`src/rtl/core/hcbd_pkg.sv`:
```
// ----------------------------------------------------------------------------
// HTTP chunked body deframer package
// Shared byte codes, result codes and the result record that travels from
// the parser to the output register.
// ----------------------------------------------------------------------------
package hcbd_pkg;

    localparam logic [7:0] CH_CR = 8'h0D;
    localparam logic [7:0] CH_LF = 8'h0A;

    // Marks a byte that is not a hex digit.
    localparam logic [4:0] HEX_NONE = 5'd16;

    typedef enum logic [2:0] {
        KIND_HEADER  = 3'd0,
        KIND_SIZE    = 3'd1,
        KIND_PAYLOAD = 3'd2,
        KIND_DELIM   = 3'd3,
        KIND_RAW     = 3'd4,
        KIND_AFTER   = 3'd5
    } byte_kind_t;

    typedef enum logic [1:0] {
        ERR_NONE      = 2'd0,
        ERR_DELIMITER = 2'd1,
        ERR_TOO_LONG  = 2'd2,
        ERR_EMPTY     = 2'd3
    } err_code_t;

    typedef struct packed {
        logic [7:0] data;
        byte_kind_t kind;
        logic       eof;
        err_code_t  err;
    } result_t;

    // Value of an ASCII hex digit, or HEX_NONE for any other byte.
    function automatic logic [4:0] hex_value(input logic [7:0] b);
        logic [4:0] v;
        begin
            v = HEX_NONE;
            if (b >= 8'h30 && b <= 8'h39)
            begin
                v = 5'(b - 8'h30);
            end
            else if (b >= 8'h41 && b <= 8'h46)
            begin
                v = 5'(b - 8'h41 + 8'd10);
            end
            else if (b >= 8'h61 && b <= 8'h66)
            begin
                v = 5'(b - 8'h61 + 8'd10);
            end
            return v;
        end
    endfunction

endpackage

```
`src/rtl/core/hcbd_in_stage.sv`:
```
// ----------------------------------------------------------------------------
// HCBD input register
// Holds one incoming byte until the parser consumes it.
// ----------------------------------------------------------------------------
module hcbd_in_stage
(
    input  logic       clk,
    input  logic       rst_n,
    input  logic       in_valid,
    output logic       in_ready,
    input  logic [7:0] in_byte,
    input  logic       advance,
    output logic       held_valid,
    output logic [7:0] held_byte
);

    logic       valid_reg;
    logic       valid_next;
    logic [7:0] byte_reg;

    assign in_ready   = !valid_reg || advance;
    assign valid_next = in_ready ? in_valid : valid_reg;

    always_ff @(posedge clk or negedge rst_n)
    begin
        if (!rst_n)
        begin
            valid_reg <= 1'b0;
        end
        else
        begin
            valid_reg <= valid_next;
        end
    end

    always_ff @(posedge clk)
    begin
        if (in_ready && in_valid)
        begin
            byte_reg <= in_byte;
        end
    end

    assign held_valid = valid_reg;
    assign held_byte  = byte_reg;

endmodule

```
`src/rtl/core/hcbd_parser.sv`:
```
// ----------------------------------------------------------------------------
// HCBD framing parser
// Per-byte state update for header skip, size lines, payload and delimiters.
// ----------------------------------------------------------------------------
module hcbd_parser #(
    parameter int MAX_DIGITS = 8
)
(
    input  logic              clk,
    input  logic              rst_n,
    input  logic              cfg_write,
    input  logic              cfg_data,
    input  logic              advance,
    input  logic [7:0]        data,
    output hcbd_pkg::result_t result
);

    localparam int DcW = $clog2(MAX_DIGITS + 1);
    localparam logic [DcW-1:0] DcMax = DcW'(MAX_DIGITS);

    typedef enum logic [2:0] {
        PH_HEADER,
        PH_SIZE,
        PH_SIZE_LF,
        PH_PAYLOAD,
        PH_DELIM_CR,
        PH_DELIM_LF,
        PH_RAW,
        PH_DONE
    } phase_t;

    phase_t              phase_reg, phase_next;
    logic [1:0]          match_reg, match_next;
    logic [31:0]         remaining_reg, remaining_next;
    logic [DcW-1:0]      count_reg, count_next;
    logic                done_reg, done_next;
    logic                eof_reg, eof_next;
    hcbd_pkg::err_code_t err_reg, err_next;
    logic                chunked_reg;
    hcbd_pkg::byte_kind_t kind;
    logic [4:0]          hex;
    logic [7:0]          expect_ch;

    always_comb
    begin
        phase_next     = phase_reg;
        match_next     = match_reg;
        remaining_next = remaining_reg;
        count_next     = count_reg;
        done_next      = done_reg;
        eof_next       = eof_reg;
        err_next       = err_reg;
        kind           = hcbd_pkg::KIND_AFTER;
        hex            = hcbd_pkg::hex_value(data);
        expect_ch      = match_reg[0] ? hcbd_pkg::CH_LF : hcbd_pkg::CH_CR;

        if (err_reg == hcbd_pkg::ERR_NONE && phase_reg != PH_DONE)
        begin
            case (phase_reg)
                PH_HEADER:
                begin
                    kind = hcbd_pkg::KIND_HEADER;
                    if (data == expect_ch)
                    begin
                        if (match_reg == 2'd3)
                        begin
                            match_next     = 2'd0;
                            phase_next     = chunked_reg ? PH_SIZE : PH_RAW;
                            remaining_next = '0;
                            count_next     = '0;
                            done_next      = 1'b0;
                        end
                        else
                        begin
                            match_next = match_reg + 2'd1;
                        end
                    end
                    else
                    begin
                        match_next = (data == hcbd_pkg::CH_CR) ? 2'd1 : 2'd0;
                    end
                end
                PH_SIZE:
                begin
                    kind = hcbd_pkg::KIND_SIZE;
                    if (data == hcbd_pkg::CH_CR)
                    begin
                        if (count_reg == '0)
                        begin
                            err_next = hcbd_pkg::ERR_EMPTY;
                        end
                        else
                        begin
                            phase_next = PH_SIZE_LF;
                        end
                    end
                    else if (!done_reg && hex != hcbd_pkg::HEX_NONE)
                    begin
                        if (count_reg >= DcMax)
                        begin
                            err_next = hcbd_pkg::ERR_TOO_LONG;
                        end
                        else
                        begin
                            remaining_next = {remaining_reg[27:0], hex[3:0]};
                            count_next     = count_reg + DcW'(1);
                        end
                    end
                    else
                    begin
                        // Extension text: the digits are over for this line.
                        done_next = 1'b1;
                    end
                end
                PH_SIZE_LF:
                begin
                    kind = hcbd_pkg::KIND_SIZE;
                    if (data != hcbd_pkg::CH_LF)
                    begin
                        err_next = hcbd_pkg::ERR_DELIMITER;
                    end
                    else if (remaining_reg == '0)
                    begin
                        // Terminating chunk; done now flags the final CR LF.
                        done_next  = 1'b1;
                        phase_next = PH_DELIM_CR;
                    end
                    else
                    begin
                        done_next  = 1'b0;
                        phase_next = PH_PAYLOAD;
                    end
                end
                PH_PAYLOAD:
                begin
                    kind           = hcbd_pkg::KIND_PAYLOAD;
                    remaining_next = remaining_reg - 32'd1;
                    if (remaining_reg == 32'd1)
                    begin
                        phase_next = PH_DELIM_CR;
                    end
                end
                PH_DELIM_CR:
                begin
                    kind = hcbd_pkg::KIND_DELIM;
                    if (data == hcbd_pkg::CH_CR)
                    begin
                        phase_next = PH_DELIM_LF;
                    end
                    else
                    begin
                        err_next = hcbd_pkg::ERR_DELIMITER;
                    end
                end
                PH_DELIM_LF:
                begin
                    kind = hcbd_pkg::KIND_DELIM;
                    if (data != hcbd_pkg::CH_LF)
                    begin
                        err_next = hcbd_pkg::ERR_DELIMITER;
                    end
                    else if (done_reg)
                    begin
                        eof_next   = 1'b1;
                        phase_next = PH_DONE;
                    end
                    else
                    begin
                        phase_next     = PH_SIZE;
                        remaining_next = '0;
                        count_next     = '0;
                        done_next      = 1'b0;
                    end
                end
                PH_RAW:
                begin
                    kind = hcbd_pkg::KIND_RAW;
                end
                default:
                begin
                    kind = hcbd_pkg::KIND_AFTER;
                end
            endcase
        end
    end

    assign result.data = data;
    assign result.kind = kind;
    assign result.eof  = eof_next;
    assign result.err  = err_next;

    always_ff @(posedge clk or negedge rst_n)
    begin
        if (!rst_n)
        begin
            phase_reg     <= PH_HEADER;
            match_reg     <= 2'd0;
            remaining_reg <= '0;
            count_reg     <= '0;
            done_reg      <= 1'b0;
            eof_reg       <= 1'b0;
            err_reg       <= hcbd_pkg::ERR_NONE;
            chunked_reg   <= 1'b1;
        end
        else
        begin
            if (cfg_write)
            begin
                chunked_reg <= cfg_data;
            end
            if (advance)
            begin
                phase_reg     <= phase_next;
                match_reg     <= match_next;
                remaining_reg <= remaining_next;
                count_reg     <= count_next;
                done_reg      <= done_next;
                eof_reg       <= eof_next;
                err_reg       <= err_next;
            end
        end
    end

endmodule

```
`src/rtl/core/hcbd_out_stage.sv`:
```
// ----------------------------------------------------------------------------
// HCBD result register
// Holds one labeled byte until the consumer takes it.
// ----------------------------------------------------------------------------
module hcbd_out_stage
(
    input  logic              clk,
    input  logic              rst_n,
    input  logic              load,
    input  hcbd_pkg::result_t result,
    output logic              can_load,
    output logic              out_valid,
    input  logic              out_ready,
    output hcbd_pkg::result_t held
);

    logic              valid_reg;
    logic              valid_next;
    hcbd_pkg::result_t result_reg;

    assign can_load   = !valid_reg || out_ready;
    assign valid_next = can_load ? load : valid_reg;

    always_ff @(posedge clk or negedge rst_n)
    begin
        if (!rst_n)
        begin
            valid_reg <= 1'b0;
        end
        else
        begin
            valid_reg <= valid_next;
        end
    end

    always_ff @(posedge clk)
    begin
        if (load)
        begin
            result_reg <= result;
        end
    end

    assign out_valid = valid_reg;
    assign held      = result_reg;

endmodule

```
`src/rtl/core/http_chunked_body_deframer.sv`:
```
// ----------------------------------------------------------------------------
// HTTP chunked body deframer
// Labels each byte of an HTTP response as header, size line, payload,
// delimiter, raw body or after end, and reports end of message and errors.
//
//   Channel   Signals                                                  Dir
//   input     in_valid, in_ready, in_byte                              in
//   result    out_valid, out_ready, out_byte, byte_kind, end_seen,
//             error_code                                               out
//   config    cfg_valid, cfg_ready, cfg_data                           in
//
// One byte per cycle sustained while the result port is ready; an accepted
// byte passes the input register, then the parser into the result register.
// Reset returns the parser to header scan with chunked mode on.
// A stalled result stops the parser and the input register fills, then
// in_ready drops; the configuration port is always ready.
// ----------------------------------------------------------------------------
module http_chunked_body_deframer #(
    parameter int MAX_DIGITS = 8
)
(
    input  logic       clk,
    input  logic       rst_n,
    input  logic       in_valid,
    output logic       in_ready,
    input  logic [7:0] in_byte,
    output logic       out_valid,
    input  logic       out_ready,
    output logic [7:0] out_byte,
    output logic [2:0] byte_kind,
    output logic       end_seen,
    output logic [1:0] error_code,
    input  logic       cfg_valid,
    output logic       cfg_ready,
    input  logic       cfg_data
);

    logic              held_valid;
    logic [7:0]        held_byte;
    logic              can_load;
    logic              advance;
    hcbd_pkg::result_t result;
    hcbd_pkg::result_t out_result;

    assign advance   = held_valid && can_load;
    assign cfg_ready = 1'b1;

    hcbd_in_stage u_in_stage (
        .clk        (clk),
        .rst_n      (rst_n),
        .in_valid   (in_valid),
        .in_ready   (in_ready),
        .in_byte    (in_byte),
        .advance    (advance),
        .held_valid (held_valid),
        .held_byte  (held_byte)
    );

    hcbd_parser #(
        .MAX_DIGITS (MAX_DIGITS)
    ) u_parser (
        .clk       (clk),
        .rst_n     (rst_n),
        .cfg_write (cfg_valid),
        .cfg_data  (cfg_data),
        .advance   (advance),
        .data      (held_byte),
        .result    (result)
    );

    hcbd_out_stage u_out_stage (
        .clk       (clk),
        .rst_n     (rst_n),
        .load      (advance),
        .result    (result),
        .can_load  (can_load),
        .out_valid (out_valid),
        .out_ready (out_ready),
        .held      (out_result)
    );

    assign out_byte   = out_result.data;
    assign byte_kind  = 3'(out_result.kind);
    assign end_seen   = out_result.eof;
    assign error_code = 2'(out_result.err);

endmodule
```
`config.mk`:
```
export PLATFORM = sky130hd
export DESIGN_NAME = http_chunked_body_deframer
export DESIGN_NICKNAME = d
export VERILOG_FILES = /design/src/rtl/core/hcbd_pkg.sv /design/src/rtl/core/hcbd_in_stage.sv /design/src/rtl/core/hcbd_parser.sv /design/src/rtl/core/hcbd_out_stage.sv /design/src/rtl/core/http_chunked_body_deframer.sv
export SDC_FILE = /design/constraint.sdc
export NUM_CORES = 1
export LEC_CHECK = 0
export BUFFER_PORTS_ARGS = -buffer_cell sky130_fd_sc_hd__buf_2
export CORE_UTILIZATION = 55
export CTS_CLUSTER_SIZE = 25
export DETAILED_ROUTE_END_ITERATION = 8
export GPL_TIMING_DRIVEN = 0
export PLACE_DENSITY = 0.77
export SLEW_MARGIN = 20
export SYNTH_ARGS = -nofsm -noshare
export SYNTH_HDL_FRONTEND = slang
export SYNTH_SLANG_ARGS = --single-unit
```
`constraint.sdc`:
```
create_clock -name clk -period 2.65 [get_ports clk]
set_clock_uncertainty 0.2 [all_clocks]
set_input_delay 0.1325 -clock clk [delete_from_list [all_inputs] [get_ports clk]]
set_output_delay 0.1325 -clock clk [all_outputs]
set_load 0.02 [all_outputs]
```
==> results by stage <==
STA:
- The transition time of the tightest slew-check pin is 0.7282 ns.
- The headroom to the max-slew limit is 51.27%.
- Setup repair after global routing could not meet its margin everywhere.
- The number of hold violations in the final report came to 0.
- Setup violations remaining at the end of the flow were counted as 1.
- Once routing completed, OpenROAD measured the worst setup slack at -0.01250 ns.
- The max-slew violation count is 0.
- Subtracting the final worst setup slack from the clock period gives 2.663 ns.
- Static timing analysis puts the maximum clock frequency at 375.6 MHz.
- After layout, the worst path uses 100.5% of the clock period.

Critical path:
- STA classifies the critical path startpoint as a flop.
- By startpoint and endpoint, the worst setup path is classified as flop to flop.
- For the worst setup path, the data required time is 2.70 ns.
- Tracing the worst setup path back leads to its startpoint at u_in_stage.held_byte[0]$_DFFE_PP_.
- Among all stages on the critical path, the largest delay is contributed by sky130_fd_sc_hd__edfxtp_1.
- Counting both buffers and inverters, the worst setup path holds a total of 1.
- The maximum fanout encountered on the critical timing path is 4.
- The logic depth of the worst register-to-register path is 8.
- Traced cell by cell, the critical path runs through inv_1 > ha_1 > nor2b_4 > nand3_4 > a2111oi_4 > nand4_1 > a21oi_2 > mux2_2.
- The arrival time of the worst setup path is 2.71 ns.
- The startpoint of the worst register-to-register path is u_in_stage.held_byte[0]$_DFFE_PP_.
- The cell family contributing the most delay on the critical path is simple AND/OR/NAND/NOR gates.
- The worst setup path is captured at a flop.
- For this run, the slowest stage of the critical path takes 0.46 ns.
- In this run the number of cells on the critical path is 8.

CTS:
- Clock-pin slew was measured on the worst setup and hold paths at 0.10 ns.
- The H-tree generated during clock tree synthesis spans 3 levels.
- The clock tree from TritonCTS is done.
- The number of buffers between clock root and the deepest sink is 2.
- The clock reaches the later pin of the worst-skew pair after 0.37 ns.
- The number of buffers added by the clock tree synthesis step is 9.
- The root buffer cell chosen for the clock tree is sky130_fd_sc_hd__clkbuf_8.
- For this design, the sink count on the clock tree is 70.

Synth:
- Among all flip-flop cells after synthesis, the most frequent one is sky130_fd_sc_hd__dfrtp_1.
- Summing every instance area after synthesis gives 4239 µm².
- A synthesized cell averages 9.136 µm².
- The share of synthesized flip-flops with an asynchronous set or reset is 68.57%.
- The proportion of synthesized chip area in sequential cells is 43.95%.
- Synthesis produced a netlist with a net count of 487.
- The number of flip-flops and latches in the synthesized netlist is 70.
- During synthesis, Yosys emitted a total of 0 warnings.
- The number of flops mapped to enable cells by yosys is 22.
- The cell count after synthesis is 464.
- The distinct cell type count after synthesis is 70.

Min path:
- In this run the worst hold path is classified as input pin to async pin.

Place:
- The count of buffers added on input and output ports is 29.
- The half-perimeter wire length after detailed placement is 7.593 mm.
- The number of placed instances, taps included, is 592.
- The congestion estimate from routability-driven global placement came to 0.9173.

Floorplanning:
- The starting density of the core is 57.52%.
- The region available for standard cell placement spans 7370 µm².
- The chip height is 89.79 µm.
- The die span in x is 89.79 µm.
- The floorplan row count is 31.
- 31 I/O pins were placed.
- The floorplan die area is 8062 µm².

Finish:
- In the final layout, the share of cells above drive strength 1 is 25.81%.
- The flip-flop count of the largest register after layout is 32.
- The post-synthesis to final-layout area growth is 29.22%.
- The final non-filler cell total is 653.
- After the last flow step, the layout net total stands at 572.
- The antenna diode count is 0.
- In the layout the commonest cells are sky130_fd_sc_hd__dfrtp_1 (47), sky130_fd_sc_hd__nor2_1 (45), sky130_fd_sc_hd__o21ai_0 (41), sky130_fd_sc_hd__a21oi_1 (36), sky130_fd_sc_hd__buf_4 (30).
- Leaving out fill and tap cells, the most frequent cell in the layout is sky130_fd_sc_hd__dfrtp_1.

Power:
- The total design power is 3.246 mW.
- The worst supply voltage drop on vdd is 0.4392 mV.
- Summed over all cells, the static leakage comes to 2.171 nW.
- The power density over the cells is 592.5 nW/µm².

Status:
- The flow ran to the end, but the final reports show violations.
- The checks that failed: setup timing.

Routing:
- The final wirelength is 13.52 mm.
- The remaining routing DRC violations is 0.
- The remaining number of nets flagged by the antenna check after routing is 0.
- In the routed layout, each cell is associated on average with a via count of 6.642.
- The number of iterations in the first detailed-routing pass is 6.
- The initial DRC count is 664.
- In the final routed layout, each cell accounts on average for 20.71 µm.
- The total via count in the routed design is 4337.

Global routing:
- Entering global routing, the biggest net connects 49 pins.
- The first global-routing pass estimated 19.70 mm of wire.
- The overall overflow remaining after global route is 0.
- The global router's overall resource usage is 30.89%.
- The initial antenna violation count is 0.
- The number of global-route vias before repair came to 3910.

Flow run:
- Across the run, the number of max-cap violations was 0.
==> what timing repair did <==
item	CTS	global route
hold endpoints to repair	58	0
cloned	0	1
buffers inserted	16	14
gates resized for setup	31	58
pin swaps	7	10
endpoints found under the setup margin	43	43
hold buffers	14	0
==> worst reg2reg max path: cells and delay by family (launching register included) <==
| kind | cells | cell delay [ns] |
|---|---|---|
| AO/OA/AOI/OAI | 2 | 0.60 |
| adder cells (fa/ha/maj) | 1 | 0.17 |
| buffers and inverters | 1 | 0.13 |
| flip-flops | 1 | 0.46 |
| multiplexers | 1 | 0.36 |
| AND/OR/NAND/NOR | 3 | 0.63 |
==> synth_stat cells, types with 3 or more instances <==
cell | number | area, µm²
sky130_fd_sc_hd__nand3b_1 | 3 | 22.52
sky130_fd_sc_hd__nor2_1 | 49 | 183.9
sky130_fd_sc_hd__edfxtp_1 | 22 | 660.6
sky130_fd_sc_hd__inv_1 | 12 | 45.04
sky130_fd_sc_hd__and3_1 | 13 | 81.33
sky130_fd_sc_hd__a31oi_1 | 8 | 50.05
sky130_fd_sc_hd__nor3_1 | 26 | 130.1
sky130_fd_sc_hd__clkbuf_1 | 14 | 52.55
sky130_fd_sc_hd__mux2i_1 | 8 | 80.08
sky130_fd_sc_hd__or3_1 | 5 | 31.28
sky130_fd_sc_hd__dfrtp_1 | 47 | 1176
sky130_fd_sc_hd__ha_1 | 9 | 112.6
sky130_fd_sc_hd__nor4_1 | 9 | 56.30
sky130_fd_sc_hd__o21ai_1 | 3 | 15.01
sky130_fd_sc_hd__nor2b_1 | 4 | 25.02
sky130_fd_sc_hd__or2_2 | 3 | 18.77
sky130_fd_sc_hd__nand4_1 | 5 | 31.28
sky130_fd_sc_hd__o21bai_1 | 3 | 22.52
sky130_fd_sc_hd__o21ai_0 | 62 | 310.3
sky130_fd_sc_hd__clkbuf_8 | 3 | 41.29
sky130_fd_sc_hd__nand3_1 | 8 | 40.04
sky130_fd_sc_hd__a21o_1 | 3 | 22.52
sky130_fd_sc_hd__mux2_2 | 3 | 33.78
sky130_fd_sc_hd__nand2b_1 | 7 | 43.79
sky130_fd_sc_hd__nand2_1 | 27 | 101.4
sky130_fd_sc_hd__a32oi_1 | 5 | 43.79
sky130_fd_sc_hd__a22oi_1 | 6 | 45.04
sky130_fd_sc_hd__a21oi_1 | 38 | 190.2
sky130_fd_sc_hd__o21a_1 | 5 | 37.54
sky130_fd_sc_hd__nor3b_1 | 3 | 22.52
sky130_fd_sc_hd__o31ai_1 | 5 | 37.54
==> metal layers <==
layer	track usage [%]	share of wire, %
met1	42.88	39
met2	47.82	48
met3	5.922	9.7
met4	12.16	3.2
met5	0	0
==> cell families after synthesis <==
| group | count (synthesis) | share of synthesized area, % |
|---|---|---|
| compound gates | 159 | 23.41 |
| xor+xnor | 3 | 0.6199 |
| mux | 11 | 2.686 |
| fa+ha+maj | 9 | 2.656 |
| flops | 70 | 43.95 |
| simple gates | 178 | 22.67 |
| other cells | 1 | 0.08846 |
| buf+inv | 33 | 3.925 |
==> metrics by stage <==
step / setup WS (ns) / instance area (µm²) / hold WS, ns / TNS, ns / utilization, %
detailed placement: -0.5432 / 4512 / 0.005150 / -13.68 / 61.22
CTS: -0.05546 / 5120 / 0.1626 / -0.1258 / 69.47
finish: -0.01250 / 5478 / 0.1218 / -0.01250 / 74.33
floorplan: -0.002585 / 4240 / -0.3631 / -0.002585 / -
global route: -0.09961 / 5478 / 0.1872 / -0.9408 / 74.33
global placement: -0.5039 / 4509 / 0.1086 / -11.80 / 61.19
==> layout make-up <==
cell class | instances | area (µm²)
timing repair buffer | 74 | 554.3
clock buffer | 9 | 123.9
fill | 490 | 1892
multi-input combinational | 361 | 2512
tap | 99 | 123.9
inverter | 13 | 48.80
sequential | 70 | 1863
clock inverter | 7 | 102.6
buffer | 20 | 148.9
==> path summary, 6_finish.rpt <==
kind                       slack (ns)                                endpoint
min                              0.12           u_parser.done_reg$_DFFE_PN0P_
max                             -0.01       u_parser.phase_reg[2]$_DFFE_PN0P_
min reg2reg                      0.31            u_parser.eof_reg$_DFFE_PN0P_
min in group clk                 0.27       u_in_stage.held_byte[7]$_DFFE_PP_
max reg2reg                     -0.01       u_parser.phase_reg[2]$_DFFE_PN0P_
max in group asynchronous        1.68  u_parser.remaining_reg[28]$_DFFE_PN0P_
==> report_power, final <==
| part | internal [mW] | switching [mW] |
|---|---|---|
| combinational | 0.338 | 0.460 |
| sequential | 1.24 | 0.177 |
| clock | 0.544 | 0.486 |
| total | 2.12 | 1.12 |
(Power assumes the default switching activity.)
